`src/design/tlu_pkg.sv`:
```
// Shared types and constants of the taint label engine.
package tlu_pkg;

  localparam int unsigned LBITS = 16;
  localparam int unsigned SBITS = 8;
  localparam int unsigned DBITS = 16;
  localparam int unsigned CNTW  = LBITS + 1;
  localparam logic [CNTW-1:0] PROBE_LAST = {1'b0, {LBITS{1'b1}}};

  localparam logic [1:0] REQ_CREATE = 2'd0;
  localparam logic [1:0] REQ_UNION  = 2'd1;
  localparam logic [1:0] REQ_QUERY  = 2'd2;
  localparam logic [1:0] REQ_SPARE  = 2'd3;

  localparam logic REG_INITIAL_DECAY = 1'b0;
  localparam logic REG_UNION_BASE    = 1'b1;

  typedef enum logic [2:0] {
    OP_NOP,
    OP_CREATE,
    OP_CREATE_OVF,
    OP_PASS,
    OP_UNION
  } op_t;

  typedef struct packed {
    logic [1:0]       req_type;
    logic [LBITS-1:0] first_label;
    logic [LBITS-1:0] second_label;
    logic [LBITS-1:0] canonical_offset;
    logic [SBITS-1:0] source_mask;
  } in_t;

  typedef struct packed {
    logic [LBITS-1:0] result_label;
    logic             newly_made;
    logic             status;
    logic [LBITS-1:0] top_union_label;
  } out_t;

  typedef struct packed {
    op_t              op;
    logic [LBITS-1:0] label;
    logic [LBITS-1:0] lo;
    logic [LBITS-1:0] hi;
    logic [LBITS-1:0] hash;
    logic [SBITS-1:0] src;
  } qitem_t;

  typedef struct packed {
    logic [LBITS-1:0] par_a;
    logic [LBITS-1:0] par_b;
    logic [SBITS-1:0] src;
    logic [DBITS-1:0] decay;
  } node_t;

  typedef struct packed {
    logic             valid;
    logic [LBITS-1:0] lo;
    logic [LBITS-1:0] hi;
  } memo_t;

  typedef struct packed {
    logic             used;
    logic [LBITS-1:0] lo;
    logic [LBITS-1:0] hi;
    logic [LBITS-1:0] lab;
  } hent_t;

  typedef struct packed {
    logic [DBITS-1:0] initial_decay;
    logic             base_we;
    logic [LBITS-1:0] base;
  } cfg_t;

endpackage

```
`src/design/tlu_front.sv`:
```
// Request classifier: orders union operands and computes the pair hash.
module tlu_front (
  input  tlu_pkg::in_t    req,
  output tlu_pkg::qitem_t item
);

  logic [tlu_pkg::LBITS:0] create_lab;

  always_comb begin
    create_lab = {1'b0, req.canonical_offset} + {{tlu_pkg::LBITS{1'b0}}, 1'b1};
    item       = '0;
    item.op    = tlu_pkg::OP_NOP;
    item.src   = req.source_mask;
    case (req.req_type)
      tlu_pkg::REQ_CREATE: begin
        item.label = create_lab[tlu_pkg::LBITS-1:0];
        item.op    = create_lab[tlu_pkg::LBITS] ? tlu_pkg::OP_CREATE_OVF : tlu_pkg::OP_CREATE;
      end
      tlu_pkg::REQ_UNION: begin
        if (req.first_label == '0) begin
          item.op    = tlu_pkg::OP_PASS;
          item.label = req.second_label;
        end else if (req.second_label == '0) begin
          item.op    = tlu_pkg::OP_PASS;
          item.label = req.first_label;
        end else begin
          item.op = tlu_pkg::OP_UNION;
          if (req.first_label < req.second_label) begin
            item.lo = req.first_label;
            item.hi = req.second_label;
          end else begin
            item.lo = req.second_label;
            item.hi = req.first_label;
          end
          item.hash = item.lo ^ {item.hi[tlu_pkg::LBITS/2-1:0],
                                 item.hi[tlu_pkg::LBITS-1:tlu_pkg::LBITS/2]};
        end
      end
      default: item.op = tlu_pkg::OP_NOP;
    endcase
  end

endmodule

```
`config.mk`:
```
export PLATFORM = sky130hd
export DESIGN_NAME = tlu_front
export DESIGN_NICKNAME = d
export VERILOG_FILES = /design/src/design/tlu_pkg.sv /design/src/design/tlu_front.sv
export SDC_FILE = /design/constraint.sdc
export NUM_CORES = 1
export LEC_CHECK = 0
export ABC_AREA = 1
export ABC_CLOCK_PERIOD_IN_PS = 2350
export BUFFER_PORTS_ARGS = -buffer_cell sky130_fd_sc_hd__buf_2
export CORE_MARGIN = 5
export CORE_UTILIZATION = 47
export DETAILED_ROUTE_END_ITERATION = 10
export GPL_TIMING_DRIVEN = 0
export PLACE_DENSITY = 0.84
export RECOVER_POWER = 100
export SYNTH_ARGS = -nofsm -noshare
export SYNTH_HDL_FRONTEND = slang
export SYNTH_SLANG_ARGS = --single-unit
```
`constraint.sdc`:
```
create_clock -name vclk -period 2.35
set_input_delay 0.235 -clock vclk [all_inputs]
set_output_delay 0.235 -clock vclk [all_outputs]
set_load 0.05 [all_outputs]
```
# After elaboration in Yosys (flattened, before gate mapping)
# Cells that the tools add are included.
[classes]
order_cmp = 1
n_reduce_logical = 3
bitwise_logic = 1
n_mux = 13
eq_ne = 1
add_sub_neg = 1
[op_table]
columns = ["cell", "count"]
rows = [
  ["48-bit 2-to-1 mux", 3],
  ["32-bit 2-to-1 mux", 4],
  ["16-bit zero test", 2],
  ["16-bit case mux with 2 select lines", 1],
  ["19-bit 2-to-1 mux", 1],
  ["16-bit by 1-bit adder with 17-bit output (second input constant)", 1],
  ["16-bit < comparator", 1],
  ["16-bit 2-to-1 mux", 1],
  ["16-bit bitwise XOR", 1],
  ["3-bit case mux with 2 select lines", 1],
  ["3-bit 2-to-1 mux", 1],
  ["2-bit by 1-bit equality test with 1-bit output (second input constant)", 1],
  ["2-bit zero test", 1],
  ["2-bit 2-to-1 mux", 1],
]
[totals]
output_inout_bits = 75
reg_bits = 0

# Depth between registers and ports, before layout
[logic_depth]
depth_word = 9
mapped_depth = 17
mapped_depth_nobuf = 15

# Worst setup path before layout
# No wires, ideal clock.
[synth_path]
path_kind = "input-to-output"
start = "input req[30] (netlist name)"
end = "output item[57] (netlist name)"
required_ns = 2.115
stages = 6
slack_ns = -0.042
t_arrival_ns = 2.157
n_path_buf = 1
path_cell_list = "nor4_1 nand3_2 nand2_1 nand2_1 buf_2 o21ai_0"
[synth_rtl]
columns = ["item", "line", "text"]
rows = [
  ["start: declaration", "tlu_front.sv:3", "input tlu_pkg::in_t req,"],
  ["end: declaration", "tlu_front.sv:4", "output tlu_pkg::qitem_t item"],
]

==> run summary <==
================================================================================
Share of the cycle needed by the critical path after routing ......        0.988
Post-placement cell count .........................................          672
Synthesized instance count ........................................          480
Minimum setup slack after placement ...............................      -123 ps
Data arrival time of the critical path ............................      2090 ps
Vias in the first global route ....................................         3372
Residual DRC ......................................................            0
Wire length of the first global-routing pass ......................     15900 um
I/O pins ..........................................................          133
Post-Synthesis Net Count ..........................................          554
Number of input and output port buffers inserted ..................          125
Type of the worst min-delay path .................................. primary input to output port
Hold Violations, Final ............................................            0
Sequential area share after synthesis .............................            0
Yosys warning total ...............................................            0
Share of post-route cells with drive strength above 1 .............        0.317
Final cell utilization of the core ................................        0.712
Total of fill cells in the finished design ........................          451
Initial DRT Pass Iterations .......................................            9
Per-instance average area after synthesis .........................   4.87 sq um
GRT overflow ......................................................            0
Static leakage ....................................................      2.26 nW
Power Density .....................................................  327 nW/um^2
Starting DRT DRC Count ............................................          486
Number of sequential storage elements .............................            0
Count of different cell masters after synthesis ...................           31
Total power consumption of the routed design ......................      1.11 mW
Outcome ........................................................... complete, no violations
Post-CTS Setup Repair Bufs ........................................            0
Endpoints failing setup ...........................................            0
CP max FO .........................................................            7
Floorplan die area ................................................   6490 sq um
Total number of vias ..............................................         3868
Classification of the worst setup path ............................ primary input to output port
Routed Wire Length ................................................     10700 um
Die boundary height ...............................................      80.5 um
Worst setup SP type ............................................... primary input
Placed wire-length estimate after detailed placement ..............      8070 um
Area of the placeable core ........................................   4790 sq um
P&R area growth vs syn ............................................        45.7%
Detail Route Antenna Nets .........................................            0
Largest net degree at the start of global routing .................           11
Layout clock buffers ..............................................            0
Gpl congestion ....................................................         1.01
Routed len/inst ...................................................      15.8 um
Shortest period the worst path allows .............................      2320 ps
Hold Worst Slack ..................................................       856 ps
Overall routing resource usage ....................................        0.301
Count of hold buffers inserted by post-cts repair .................            0
Number of instances on the worst hold path ........................            2
Fin nets ..........................................................          684
Number of placement rows ..........................................           25
Final standard cell count with taps included and fillers excluded .          675
Max-capacitance violation count ...................................            0
Critical Path Sink Type ...........................................  output port
Reg area ..........................................................      0 sq um
Max_slew headroom .................................................        0.601
Syn Std Cell Area .................................................   2340 sq um
Max Slew Vio Count ................................................            0
Max Freq ..........................................................      431 MHz
VDD IR max ........................................................     0.220 mV
Most common library cell in the layout ignoring fill and taps ..... sky130_fd_sc_hd__nand2_1
Initial standard-cell utilization of the core .....................        0.489
Post-layout worst setup margin ....................................      28.1 ps
Most frequent cells in the layout ................................. sky130_fd_sc_hd__nand2_1, sky130_fd_sc_hd__nand3_1, sky130_fd_sc_hd__inv_1, sky130_fd_sc_hd__buf_2, sky130_fd_sc_hd__clkbuf_2
Routed via count divided by cell count ............................         5.73
Slew at the pin with the worst max-slew slack .....................       601 ps
Required time of the critical path ................................      2120 ps
Number of antenna violations at the first check in global routing .            0
DIE WIDTH .........................................................      80.5 um
Count of inserted antenna diode cells .............................            0
================================================================================
-- stage by stage --
stage	area, sq um	TNS (ps)
3_5_place_dp	3050	-1770
6_report	3410	0
5_1_grt	3410	-653
3_3_place_gp	3050	-1430
4_1_cts	3080	0
2_1_floorplan	2340	0
-- where the power goes --
group / internal [mW] / total (mW) / leakage, nW / switching [mW]
registers: 0 / 0 / 0 / 0
clock network: 0 / 0 / 0 / 0
logic: 0.355 / 1.11 / 2.26 / 0.760
-- cells by family (layout without fill, tap and decap cells) --
logic type | Yosys count | after routing | share of synthesized area
and+or+nand+nor | 278 | 278 | 0.529
buffers and inverters | 131 | 259 | 0.250
AOI/OAI and AO/OA | 52 | 52 | 0.125
adders and majority gates | 16 | 16 | 0.0856
xor gates and xnor gates | 3 | 3 | 0.0112
-- final timing paths --
path | from | end
setup / recovery | req[33] | item[12]
hold / removal | req[6] | item[6]
-- critical path, cell delays in order --
cell and delay, ps:
sky130_fd_sc_hd__buf_2 130, sky130_fd_sc_hd__inv_2 100, sky130_fd_sc_hd__ha_4 210, sky130_fd_sc_hd__nand2_1 60
sky130_fd_sc_hd__inv_1 40, sky130_fd_sc_hd__o21ai_2 120, sky130_fd_sc_hd__a21oi_2 90, sky130_fd_sc_hd__nor2_4 190
sky130_fd_sc_hd__nand2_4 100, sky130_fd_sc_hd__buf_8 160, sky130_fd_sc_hd__buf_8 130, sky130_fd_sc_hd__nand2_1 50
sky130_fd_sc_hd__nand3_1 90, sky130_fd_sc_hd__nand2_1 100, sky130_fd_sc_hd__nand2_1 60, sky130_fd_sc_hd__inv_1 70
sky130_fd_sc_hd__buf_6 150
-- cell usage after synthesis (all sizes together) --
master	instances	area [sq um]
clkbuf	3	11.3
o32ai	1	8.76
inv	102	383
ha	16	200
nor2	18	82.6
nand3	104	526
xor2	2	17.5
a21o	1	7.51
nor4	2	12.5
o21a	1	7.51
nor3	4	20.0
nand2	142	546
xnor2	1	8.76
nand4	8	50.1
o22ai	10	62.6
a21oi	17	88.8
buf	26	190
a31oi	1	6.26
o211ai	2	15.0
o21ai	19	95.1
-- area by class of cell --
type               instances  area, sq um  share of cell area
inverters                102          388               0.114
repair buffers           128          758               0.223
plain buffers             29          258              0.0757
multi-input cells        349         1920               0.563
well taps                 67         83.8              0.0246
-- per-layer routing --
metal,up-vias,GRT usage,wire [um]
met5,-,0,0
met4,0,0.0845,335
met3,59,0.0291,1240
met2,311,0.512,4890
met1,1699,0.401,4210
li1,1799,-,-
-- timing repair --
| item | in CTS | in global routing |
|---|---|---|
| resized for setup | 14 | 75 |
| pin swaps | 0 | 11 |
| cloned | 0 | 3 |
| setup endpoints to repair | 30 | 42 |
No activity file was read; power rests on OpenSTA's default activity.
