File: src/design/tlu_pkg.sv
// Shared types and constants of the taint label engine.
package tlu_pkg;

  localparam int unsigned LBITS = 16;
  localparam int unsigned SBITS = 8;
  localparam int unsigned DBITS = 16;
  localparam int unsigned CNTW  = LBITS + 1;
  localparam logic [CNTW-1:0] PROBE_LAST = {1'b0, {LBITS{1'b1}}};

  localparam logic [1:0] REQ_CREATE = 2'd0;
  localparam logic [1:0] REQ_UNION  = 2'd1;
  localparam logic [1:0] REQ_QUERY  = 2'd2;
  localparam logic [1:0] REQ_SPARE  = 2'd3;

  localparam logic REG_INITIAL_DECAY = 1'b0;
  localparam logic REG_UNION_BASE    = 1'b1;

  typedef enum logic [2:0] {
    OP_NOP,
    OP_CREATE,
    OP_CREATE_OVF,
    OP_PASS,
    OP_UNION
  } op_t;

  typedef struct packed {
    logic [1:0]       req_type;
    logic [LBITS-1:0] first_label;
    logic [LBITS-1:0] second_label;
    logic [LBITS-1:0] canonical_offset;
    logic [SBITS-1:0] source_mask;
  } in_t;

  typedef struct packed {
    logic [LBITS-1:0] result_label;
    logic             newly_made;
    logic             status;
    logic [LBITS-1:0] top_union_label;
  } out_t;

  typedef struct packed {
    op_t              op;
    logic [LBITS-1:0] label;
    logic [LBITS-1:0] lo;
    logic [LBITS-1:0] hi;
    logic [LBITS-1:0] hash;
    logic [SBITS-1:0] src;
  } qitem_t;

  typedef struct packed {
    logic [LBITS-1:0] par_a;
    logic [LBITS-1:0] par_b;
    logic [SBITS-1:0] src;
    logic [DBITS-1:0] decay;
  } node_t;

  typedef struct packed {
    logic             valid;
    logic [LBITS-1:0] lo;
    logic [LBITS-1:0] hi;
  } memo_t;

  typedef struct packed {
    logic             used;
    logic [LBITS-1:0] lo;
    logic [LBITS-1:0] hi;
    logic [LBITS-1:0] lab;
  } hent_t;

  typedef struct packed {
    logic [DBITS-1:0] initial_decay;
    logic             base_we;
    logic [LBITS-1:0] base;
  } cfg_t;

endpackage

File: src/design/tlu_queue.sv
// Two-entry queue between the classifier and the engine.
module tlu_queue (
  input  logic            clk,
  input  logic            rst_n,
  input  logic            push,
  input  tlu_pkg::qitem_t push_item,
  input  logic            pop,
  output logic            full,
  output logic            not_empty,
  output tlu_pkg::qitem_t head
);

  tlu_pkg::qitem_t slot_r [2];
  logic       wp_r, wp_nxt, rp_r, rp_nxt;
  logic [1:0] cnt_r, cnt_nxt;

  always_comb begin
    wp_nxt  = push ? ~wp_r : wp_r;
    rp_nxt  = pop ? ~rp_r : rp_r;
    cnt_nxt = cnt_r + {1'b0, push} - {1'b0, pop};
  end

  always_ff @(posedge clk) begin
    if (!rst_n) begin
      wp_r  <= 1'b0;
      rp_r  <= 1'b0;
      cnt_r <= 2'd0;
    end else begin
      wp_r  <= wp_nxt;
      rp_r  <= rp_nxt;
      cnt_r <= cnt_nxt;
    end
  end

  always_ff @(posedge clk) begin
    if (push) begin
      slot_r[wp_r] <= push_item;
    end
  end

  assign full      = (cnt_r == 2'd2);
  assign not_empty = (cnt_r != 2'd0);
  assign head      = slot_r[rp_r];

endmodule

File: config.mk
export PLATFORM = sky130hd
export DESIGN_NAME = tlu_queue
export DESIGN_NICKNAME = d
export VERILOG_FILES = /design/src/design/tlu_pkg.sv /design/src/design/tlu_queue.sv
export SDC_FILE = /design/constraint.sdc
export NUM_CORES = 1
export LEC_CHECK = 0
export BUFFER_PORTS_ARGS = -buffer_cell sky130_fd_sc_hd__buf_2
export CORE_UTILIZATION = 56
export DETAILED_ROUTE_END_ITERATION = 7
export PLACE_DENSITY = 0.87
export SLEW_MARGIN = 20
export SYNTH_ARGS = -nofsm -noshare
export SYNTH_HDL_FRONTEND = slang
export SYNTH_SLANG_ARGS = --single-unit
File: constraint.sdc
create_clock -name clk -period 9.2 [get_ports clk]
set_input_delay 2.76 -clock clk [delete_from_list [all_inputs] [get_ports clk]]
set_output_delay 2.76 -clock clk [all_outputs]
set_load 0.01 [all_outputs]
# == After elaboration in Yosys (flattened, before gate mapping) ==
# Memories as Yosys holds them, arrays and structs flattened. A register that Yosys moved wholly into a read port is not among the register bits.
# Cells that the tools add are included.
# word_totals
regBits,4
word_cells,14
mem_count,1
input_bits,79
output_inout_bits,77
ramBits,150
# memory_table
memory,depth,word_bits,read_ports,rd_clocked_by_memory_dff,wr,line,rtl
slot_r,2,75,1,1,1,tlu_queue.sv:13,tlu_pkg::qitem_t slot_r [2];
# op_classes
n_reduce_logical,1
n_mux,4
addsub,2
bitwise,2
n_eq_ne,1
# op_table
cell,count
1-bit two-way mux,4
2-bit by 1-bit adder with 2-bit output,1
2-bit equality test (second input constant),1
1-bit inverter,2
2-bit nonzero test,1
2-bit by 1-bit subtractor with 2-bit output,1

# == Longest topological paths before layout ==
# Gate-level depths: netlist of the first run.
# logic_depth
ltp_word,3
mapped_depth,6
mapped_depth_nobuf,6

# == Worst setup path before layout of the first run ==
# No wires, ideal clock.
# synth_timing
kind,input to register
start,input push
end,"memory slot_r[0][0] (netlist name), enable pin"
arrival_ps,6075
stages,1
slack_ps,2606
path_buffers,0
required_ps,8682
cell_sequence,nor2b_1
# synth_between
elab_chain_len,2
# synth_rtl
element,line,rtl
"start, declared",tlu_queue.sv:5,"input logic push,"
1-bit two-way mux,tlu_queue.sv:36,if (push) begin
1-bit two-way mux (not written as such),tlu_queue.sv:37,slot_r[wp_r] <= push_item;
"end, declared",tlu_queue.sv:13,
# Every way passes these cells.

==> results of run 1 <==
[worst min-delay path, cell delays in order (launching register included)]
cell,delay (ns)
dfxtp_1,0.33
xor2_1,0.08
and2_1,0.15
[per-layer routing]
metal  global-route usage (%)  part of all wire [%]  vias up  wire [microns]
li1                         -                     -     1345               -
met1                     21.3                    40     1417            3820
met2                     31.8                    53      110            5100
met3                     6.02                   6.4        6             613
met4                     7.65                  0.70        0              67
met5                        0                     0        -               0
[state kept, by name (all words and copies together) (netlist names), named ones only]
signal	cells
slot_r	150
rp_r	1
cnt_r	2
wp_r	1
[report_power, final]
| part | internal [W] | switching (W) |
|---|---|---|
| Clock | 0.000382 | 0.000252 |
| Sequential | 0.000817 | 0.0000127 |
| Combinational | 0.0000929 | 0.0000825 |
[cells in the final DEF, fill, tap and decap left out, drive strengths merged]
master and instances:
edfxtp 150, o21a 1, dfxtp 5, mux2 75, nor2b 4, clkinvlp 4
xnor3 1, xor2 1, clkinv 6, inv 3, and2 4, bufinv 2
buf 157, or2 1, diode 1, clkbuf 19, ha 2
[final cells by class]
type                    count  area (sq um)  area share (%)
diodes                      1          2.50          0.0343
clock buffers              19           422            5.79
clock inverters            13           126            1.73
inverters                   2          7.51           0.103
multi-input cells          89          1160            16.0
flip-flops and latches    155          4610            63.2
well taps                 133           166            2.28
repair buffers            157           791            10.9
[logic make-up (layout without fill, tap and decap cells)]
family	Yosys count	in the layout
flip-flops	155	155
AND/OR/NAND/NOR	9	9
XOR/XNOR	2	2
AO/OA/AOI/OAI	1	1
adder cells (fa/ha/maj)	2	2
multiplexers	75	75
other	0	1
buffers and inverters	10	191
[per-stage QoR]
step / hold WS, ns / area, sq um / cells / utilization, % / setup WS (ns)
finish: 0.593 / 7290 / 569 / 73.2 / 4.01
detailed placement: 0.576 / 6740 / 536 / 67.7 / 4.53
CTS: 0.591 / 7280 / 568 / 73.2 / 3.98
global route: 0.637 / 7290 / 569 / 73.2 / 3.88
floorplan: 0.555 / 5840 / 254 / - / 2.61
global placement: 0.562 / 6740 / 536 / 67.7 / 4.55
[worst paths after layout]
kind	from	end	slack [ns]
hold reg to reg	rp_r	register	0.59
setup / recovery	register	head[11]	4.01
hold / removal	rp_r	register	0.59
setup reg to reg	wp_r	slot_r[0][26]	7.27
==> out/results.ini, run 1 <==
[floorplan]
row_count=36
io_pins=156
die_area_sq_um=10800
die_y_microns=104
die_x_microns=104
coreArea_sq_um=9950
start_util_pct=58.7

[run]
maxCapViolations=0

[power_and_ir_drop]
finalPower_w=0.00164
ir_drop_v=0.000119
p_leak_nw=2.87
p_per_area_nw_per_um2=225

[sta]
worst_pin_slew_ns=1.06
clock-skew-final_ns=0.0103
rsz0062_at_grt=false
max_freq_ghz=0.193
relSlewSlack_pct=29.4
drv_slew=0
hold_violations=0
setup_viol=0
fin_crit_sh_pct=56.4
min_period_ns=5.19
tns_ns=0

[final_layout]
drive_above_1_share_pct=60.7
fillerInstances=593
syn2layout_area_growth_pct=24.7
final_nets=503

[critical_path]
cp_num_cells=3
cp_slowest_cell=buf_4
end_kind=output pin
crit_required_ns=6.44
path_buf_inv=2
path_class=reg2out
max_stage_delay_ns=0.81
cp_max_fo=60
startpoint_type=register
crit_family=buffers and inverters
rr_worst_depth=2
crit_arrival_ns=2.43
worstPathCellList=buf_4, mux2_2, buf_2

[cts]
cts_tree=yes
clk_latency_ns=0.50
cts.sinks=155
numCtsBuffers=17
cts_resized=0
post-cts-setup-buffers=0
htree_levels=4
clk_path_buf_depth=2
root_buffer=clkbuf_8
ctsHoldBuffers=0
clk_pin_slew_ns=0.06

[synthesis]
synthDistinctLibCells=14
post_synth_and_or_nand_nor_area_fraction_pct=0.964
syn-num-nets=335
synth-edff-count=150
synth_compound_area_share_pct=0.129
synth_top_family_by_area=multiplexers
async_flop_share_pct=0
synthTopCellsByArea=edfxtp_1, mux2_4, mux2_2, dfxtp_1, buf_6
ys_seq_elements=155
synthAdderAreaFrac_pct=0.428
yosysWarningCount=0
muxShareOfSynthArea_pct=17.7
syn_inst=254
netlist_area_sq_um=5840
synthXorXnorAreaFrac_pct=0.535
yosysTopAreaCell=edfxtp_1
synthMostInstantiatedCell=edfxtp_1
synth_top_area_share_pct=77.1
netlist_top_cells_count=edfxtp_1, mux2_4, mux2_2, buf_6, dfxtp_1
synthFlopType=edfxtp_1
synth_area_per_cell_sq_um=23.0
synth-seq-area-share_pct=78.8

[routing]
wire_per_inst_microns=16.9
first_pass_iters=4
drt-initial-drc-count=98
vias=2878
vias_per_cell=5.06
ant_nets=0
wirelength_microns=9600
route.detailed.drc=0

[placed_design]
place_congestion=0.692
port_buffers=155
dp_hpwl_microns=6170

[status]
status=finished clean

[grt]
grt_pass1_wl_microns=14800
first_global_vias=2951
grt_overflow=0
grtUsageTotal_pct=18.5
antenna_found_initial=2
grt_max_degree=76

[min_path]
hp-class=reg2reg
hold_depth=2

Power figures use the tool's default switching activity.
==> inputs of run 2 (changes only) <==
--- a/config.mk
+++ b/config.mk
@@ -5,10 +5,11 @@
 export SDC_FILE = /design/constraint.sdc
 export NUM_CORES = 1
 export LEC_CHECK = 0
+export ABC_AREA = 1
 export BUFFER_PORTS_ARGS = -buffer_cell sky130_fd_sc_hd__buf_2
-export CORE_UTILIZATION = 56
+export CORE_UTILIZATION = 47
 export DETAILED_ROUTE_END_ITERATION = 7
-export PLACE_DENSITY = 0.87
+export PLACE_DENSITY = 0.78
 export SLEW_MARGIN = 20
 export SYNTH_ARGS = -nofsm -noshare
 export SYNTH_HDL_FRONTEND = slang
==> constraint.sdc (replaced) <==
create_clock -name clk -period 4.4 [get_ports clk]
set_input_delay 1.32 -clock clk [delete_from_list [all_inputs] [get_ports clk]]
set_output_delay 1.32 -clock clk [all_outputs]
set_load 0.01 [all_outputs]
==> out/results.ini, run 2 <==
[placed_design]
dp_hpwl_microns=6690  ; +8.5%
port_buffers=155  ; unchanged
place_congestion=0.687  ; -0.69%

[synthesis]
yosysTopAreaCell=edfxtp_1
synthFlopType=edfxtp_1
yosysWarningCount=0  ; unchanged
synth_area_per_cell_sq_um=22.0  ; -4.6%
synth_top_area_share_pct=77.1  ; about the same
async_flop_share_pct=0  ; unchanged
netlist_top_cells_count=edfxtp_1, mux2_4, mux2_2, nand2_1, nor2_1
netlist_area_sq_um=5840  ; about the same
syn-num-nets=347  ; +3.6%
synth-seq-area-share_pct=78.9  ; about the same
ys_seq_elements=155  ; unchanged
synthMostInstantiatedCell=edfxtp_1
synthTopCellsByArea=edfxtp_1, mux2_4, mux2_2, dfxtp_1, buf_6
syn_inst=266  ; +4.7%
synth-edff-count=150  ; unchanged
synthDistinctLibCells=12  ; -2

[sta]
fin_crit_sh_pct=79.3
drv_slew=0  ; unchanged
rsz0062_at_grt=false
worst_pin_slew_ns=0.854  ; -0.205 ns
setup_viol=0  ; unchanged
hold_violations=0  ; unchanged
min_period_ns=3.49
clock-skew-final_ns=0.00597  ; -0.00433 ns
relSlewSlack_pct=43.1  ; +14 points
max_freq_ghz=0.287
tns_ns=0  ; unchanged

[final_layout]
final_nets=520  ; +3.4%
final_cell_mix=buf_2, edfxtp_1, mux2_4, mux2_2, clkbuf_16
reg_top3=slot_r x150, cnt_r x2
top_register=slot_r
syn2layout_area_growth_pct=25.8
drive_above_1_share_pct=59.1  ; -1.6 points
diodes=0  ; -1
layout_commonest_cell=buf_2
largest_reg_flops=150  ; unchanged

[grt]
grt_pass1_wl_microns=15100  ; +2.2%
grt_max_degree=53  ; -30%
grtUsageTotal_pct=16.2  ; -2.3 points
grt_overflow=0  ; unchanged
first_global_vias=3041  ; +3.0%
antenna_found_initial=0  ; -2

[floorplan]
die_area_sq_um=12900  ; +19%
die_y_microns=113  ; +9.0%
die_x_microns=113  ; +9.0%
coreArea_sq_um=12100  ; +21%
row_count=40  ; +11%
start_util_pct=48.4  ; -10 points
io_pins=156  ; unchanged

[critical_path]
worstPathCellList=buf_4, mux2_4, buf_2
end_kind=output pin
crit_arrival_ns=2.17  ; -0.26 ns
cp_slowest_cell=dfxtp_4
max_stage_delay_ns=0.89  ; +0.08 ns
rr_startpoint=wp_r
crit_required_ns=3.08  ; -3.36 ns
startpoint_type=register
path_class=reg2out
cp_max_fo=52  ; -13%

[cts]
cts_resized=0  ; unchanged
numCtsBuffers=17  ; unchanged
ctsHoldBuffers=0  ; unchanged
htree_levels=4  ; unchanged
clk_pin_slew_ns=0.06  ; about the same
root_buffer=clkbuf_16
clk_latency_ns=0.41  ; -0.09 ns
cts.sinks=155  ; unchanged
post-cts-setup-buffers=0  ; unchanged
clk_path_buf_depth=2  ; unchanged
cts_tree=yes

[routing]
drt-initial-drc-count=134  ; +37%
ant_nets=0  ; unchanged
first_pass_iters=4  ; unchanged
wire_per_inst_microns=16.2  ; -4.0%
route.detailed.drc=0  ; unchanged
vias=2990  ; +3.9%
vias_per_cell=4.82  ; -4.7%
wirelength_microns=10000  ; +4.6%

[power_and_ir_drop]
switching_power_w=0.000721  ; +110%
internal-power_w=0.00264  ; +100%
p_comb_share_pct=9.4  ; -1.3 points
sw_frac_of_total_pct=21.4  ; +0.27 points
p_per_area_nw_per_um2=457  ; +100%
p_leak_nw=2.92  ; +1.6%
power.share.clock_pct=38.6  ; about the same
power_frac_seq_pct=52.0  ; +1.4 points
finalPower_w=0.00336  ; +110%
ir_drop_v=0.000300  ; +150%

[min_path]
worstHoldStart=rp_r
hp-class=reg2reg

[run]
maxCapViolations=0  ; unchanged

[status]
status=finished clean

[run 2: logic make-up (layout without fill, tap and decap cells)]
logic type               after synthesis  count (layout)  share of synthesized area (%)
multiplexers                          75              75                           17.7
adder cells (fa/ha/maj)                2               2                          0.428
buffers and inverters                 15             201                           1.78
flip-flops                           155             155                           78.9
AND/OR/NAND/NOR                       18              18                           1.18
AO/OA/AOI/OAI                          1               1                         0.0856
[run 2: final timing paths]
check | slack, ns | endpoint | cells after the start
max | 0.91 | head[27] | 3
min | 0.51 | register | 2
max reg2reg | 2.58 | slot_r[1][9] | 3
min reg2reg | 0.51 | register | 2
[run 2: final cells by class]
class,instances,area (sq um)
clock buffers,18,429
clock inverters,14,105
fillers,905,4710
inverters,7,27.5
multi-input cells,96,1140
flip-flops and latches,155,4610
well taps,168,210
repair buffers,162,828
[run 2: worst max-delay path: cells and delay by family, from the launching register on]
| kind | cells | cell delay, ns |
|---|---|---|
| buffers and inverters | 2 | 0.50 |
| DFF | 1 | 0.89 |
| muxes | 1 | 0.32 |
[run 2: power by group through the flow]
stage	registers, W	logic (W)	clock network [W]
final	0.00175	0.000316	0.00130
after global routing	0.00175	0.000341	0.00139
after CTS	0.00175	0.000321	0.00133
after detailed placement	0.00178	0.000320	0
after global placement	0.00177	0.000309	0
after floorplan	0.00176	0.000204	0
[run 2: through the flow]
stage / std cells / hold WS, ns / worst slack, ns / utilization, % / instance area (sq um)
finish: 620 / 0.507 / 0.911 / 60.9 / 7350
global route: 620 / 0.578 / 0.794 / 60.9 / 7350
CTS: 620 / 0.514 / 0.847 / 60.9 / 7350
detailed placement: 588 / 0.490 / 1.30 / 56.5 / 6810
global placement: 588 / 0.477 / 1.34 / 56.5 / 6810
floorplan: 266 / 0.463 / 0.687 / - / 5840
[run 2: metal layers]
| layer | up-vias | track usage [%] | wire, microns |
|---|---|---|---|
| met2 | 119 | 27.4 | 5020 |
| met4 | 0 | 8.68 | 237 |
| met1 | 1467 | 18.1 | 4150 |
| met3 | 20 | 5.31 | 642 |
| li1 | 1384 | - | - |
| met5 | - | 0 | 0 |
==> inputs of run 3 (changes only) <==
--- a/config.mk
+++ b/config.mk
@@ -7,9 +7,9 @@
 export LEC_CHECK = 0
 export ABC_AREA = 1
 export BUFFER_PORTS_ARGS = -buffer_cell sky130_fd_sc_hd__buf_2
-export CORE_UTILIZATION = 47
+export CORE_UTILIZATION = 52
 export DETAILED_ROUTE_END_ITERATION = 7
-export PLACE_DENSITY = 0.78
+export PLACE_DENSITY = 0.82
 export SLEW_MARGIN = 20
 export SYNTH_ARGS = -nofsm -noshare
 export SYNTH_HDL_FRONTEND = slang
==> constraint.sdc (replaced) <==
create_clock -name clk -period 3.4 [get_ports clk]
set_input_delay 1.02 -clock clk [delete_from_list [all_inputs] [get_ports clk]]
set_output_delay 1.02 -clock clk [all_outputs]
set_load 0.01 [all_outputs]
==> out/results.ini, run 3 (synthesized netlist as in run 2, its figures left out) <==
[status]
status=finished clean

[grt]
grt_pass1_wl_microns=14600  ; -3.9%
use_met2_pct=27.5  ; +0.041 points
grt_max_degree=76  ; +43%
first_global_vias=2984  ; -1.9%
grt_most_used_layer=met2
gr-usage-met3_pct=6.39  ; +1.1 points
antenna_found_initial=1  ; +1
grtUsageMet1_pct=21.1  ; +2.9 points
grt_overflow=0  ; unchanged
grtUsageTotal_pct=17.3  ; +1.1 points

[cts]
ctsHoldBuffers=0  ; unchanged
root_buffer=clkbuf_8
post-cts-setup-buffers=0  ; unchanged
cts_tree=yes
cts.sinks=155  ; unchanged
clk_pin_slew_ns=0.06  ; about the same
htree_levels=4  ; unchanged
numCtsBuffers=17  ; unchanged
clk_path_buf_depth=2  ; unchanged
clk_latency_ns=0.51  ; +0.10 ns
cts_resized=0  ; unchanged

[floorplan]
die_x_microns=108  ; -4.8%
coreArea_sq_um=10900  ; -9.7%
die_area_sq_um=11700  ; -9.5%
start_util_pct=53.6  ; +5.2 points
row_count=38  ; -5.0%
io_pins=156  ; unchanged
die_y_microns=108  ; -4.8%

[run]
maxCapViolations=0  ; unchanged

[final_layout]
top_register=slot_r
register_area_sq_um=4610  ; unchanged
layout_commonest_cell=buf_2
largest_reg_flops=150  ; unchanged
reg_top3=slot_r x150, cnt_r x2
fillerInstances=732  ; -19%
postLayoutCellArea_sq_um=7400  ; +0.73%
final_nets=519  ; -0.19%
drive_above_1_share_pct=59.2  ; +0.13 points
syn2layout_area_growth_pct=26.7
final_cell_mix=buf_2, edfxtp_1, mux2_4, mux2_2, clkbuf_16
multi_input_area_sq_um=1140  ; unchanged
fin_cells=592  ; -4.5%

[routing]
wirelength_microns=9570  ; -4.7%
vias_per_cell=4.97  ; +3.2%
wire_per_inst_microns=16.2  ; -0.23%
ant_nets=0  ; unchanged
first_pass_iters=4  ; unchanged
vias=2945  ; -1.5%
drt-initial-drc-count=142  ; +6.0%
route.detailed.drc=0  ; unchanged

[min_path]
hp-class=reg2reg
min_to=rp_r
worstHoldStart=rp_r
hold_depth=2  ; unchanged

[sta]
worst_pin_slew_ns=0.456  ; -0.398 ns
clock-skew-final_ns=0.00513  ; -0.000847 ns
setup_viol=0  ; unchanged
drv_slew=0  ; unchanged
hold_violations=0  ; unchanged
rsz0062_at_grt=false
max_freq_ghz=0.329
relSlewSlack_pct=69.6  ; +27 points
min_period_ns=3.04
fin_crit_sh_pct=89.3
tns_ns=0  ; unchanged

[critical_path]
end_kind=output pin
rr_worst_depth=3  ; unchanged
cp_max_fo=25  ; -52%
cp_slowest_cell=dfxtp_4
path_class=reg2out
startpoint_type=register
ff2ff_setup_slack_ns=1.77  ; -0.81 ns
rr_startpoint=wp_r
crit_required_ns=2.38  ; -0.70 ns
r2r-end=slot_r[1][35]
worstPathCellList=buf_4, mux2_2, buf_2
max_stage_delay_ns=0.61  ; -0.28 ns
crit_arrival_ns=2.02  ; -0.15 ns

[power_and_ir_drop]
p_comb_share_pct=9.2  ; -0.2 points
power_frac_seq_pct=49.4  ; -2.6 points
p_per_area_nw_per_um2=615  ; +34%
finalPower_w=0.00455  ; +35%
sw_frac_of_total_pct=20.4  ; -1.0 points
p_leak_nw=2.95  ; +1.0%
internal-power_w=0.00362  ; +37%
ir_drop_v=0.000419  ; +40%
switching_power_w=0.000930  ; +29%
power.share.clock_pct=41.4  ; +2.8 points

[placed_design]
port_buffers=155  ; unchanged
place_congestion=0.695  ; +1.2%
post-place-cells=559  ; -4.9%
dp_hpwl_microns=6310  ; -5.8%
placed_area_sq_um=6800  ; -0.26%

[run 3: cell types whose count changed in the layout (fill, tap and decap cells not counted), sizes merged]
cell    before  now
buf        162  161
bufinv       1    4
clkbuf      18   21
clkinv      10    5
diode        0    1
inv          7    6
[run 3: layout make-up]
class	instances	area share [%]
repair buffers	161	11.4
clock buffers	21	5.80
flip-flops and latches	155	62.3
diodes	1	0.0338
multi-input cells	96	15.4
clock inverters	11	2.35
well taps	140	2.37
inverters	7	0.372
[run 3: routing by layer]
metal	routed length [microns]	part of all wire, %
met2	4720	49
met3	700	7.3
met5	0	0
met1	4000	42
met4	149	1.6
[run 3: how the worst max path moves through the flow]
| stage | end | cells past startpoint |
|---|---|---|
| 2_1_floorplan | slot_r[1][0] | 2 |
| 3_3_place_gp | head[2] | 3 |
| 3_5_place_dp | head[2] | 3 |
| 4_1_cts | head[2] | 3 |
| 5_1_grt | head[2] | 3 |
| 6_report | head[2] | 3 |
[run 3: critical path: cells and delay by family (launching register included)]
family / cells / cell delay (ns)
muxes: 1 / 0.38
DFF: 1 / 0.61
buffers and inverters: 2 / 0.50
[run 3: power by group through the flow]
stage	Sequential, W	Combinational [W]	Clock [W]
floorplan	0.00227	0.000264	0
global placement	0.00228	0.000412	0
detailed placement	0.00229	0.000424	0
CTS	0.00225	0.000426	0.00193
global route	0.00226	0.000455	0.00200
finish	0.00225	0.000419	0.00188
[run 3: metrics by stage]
step	hold slack [ns]	setup slack (ns)	utilization (%)
after floorplan	0.463	0.424	-
after detailed placement	0.501	0.873	62.4
after global placement	0.479	0.910	62.4
final	0.523	0.363	68.0
after CTS	0.516	0.324	67.9
after global routing	0.554	0.257	67.9
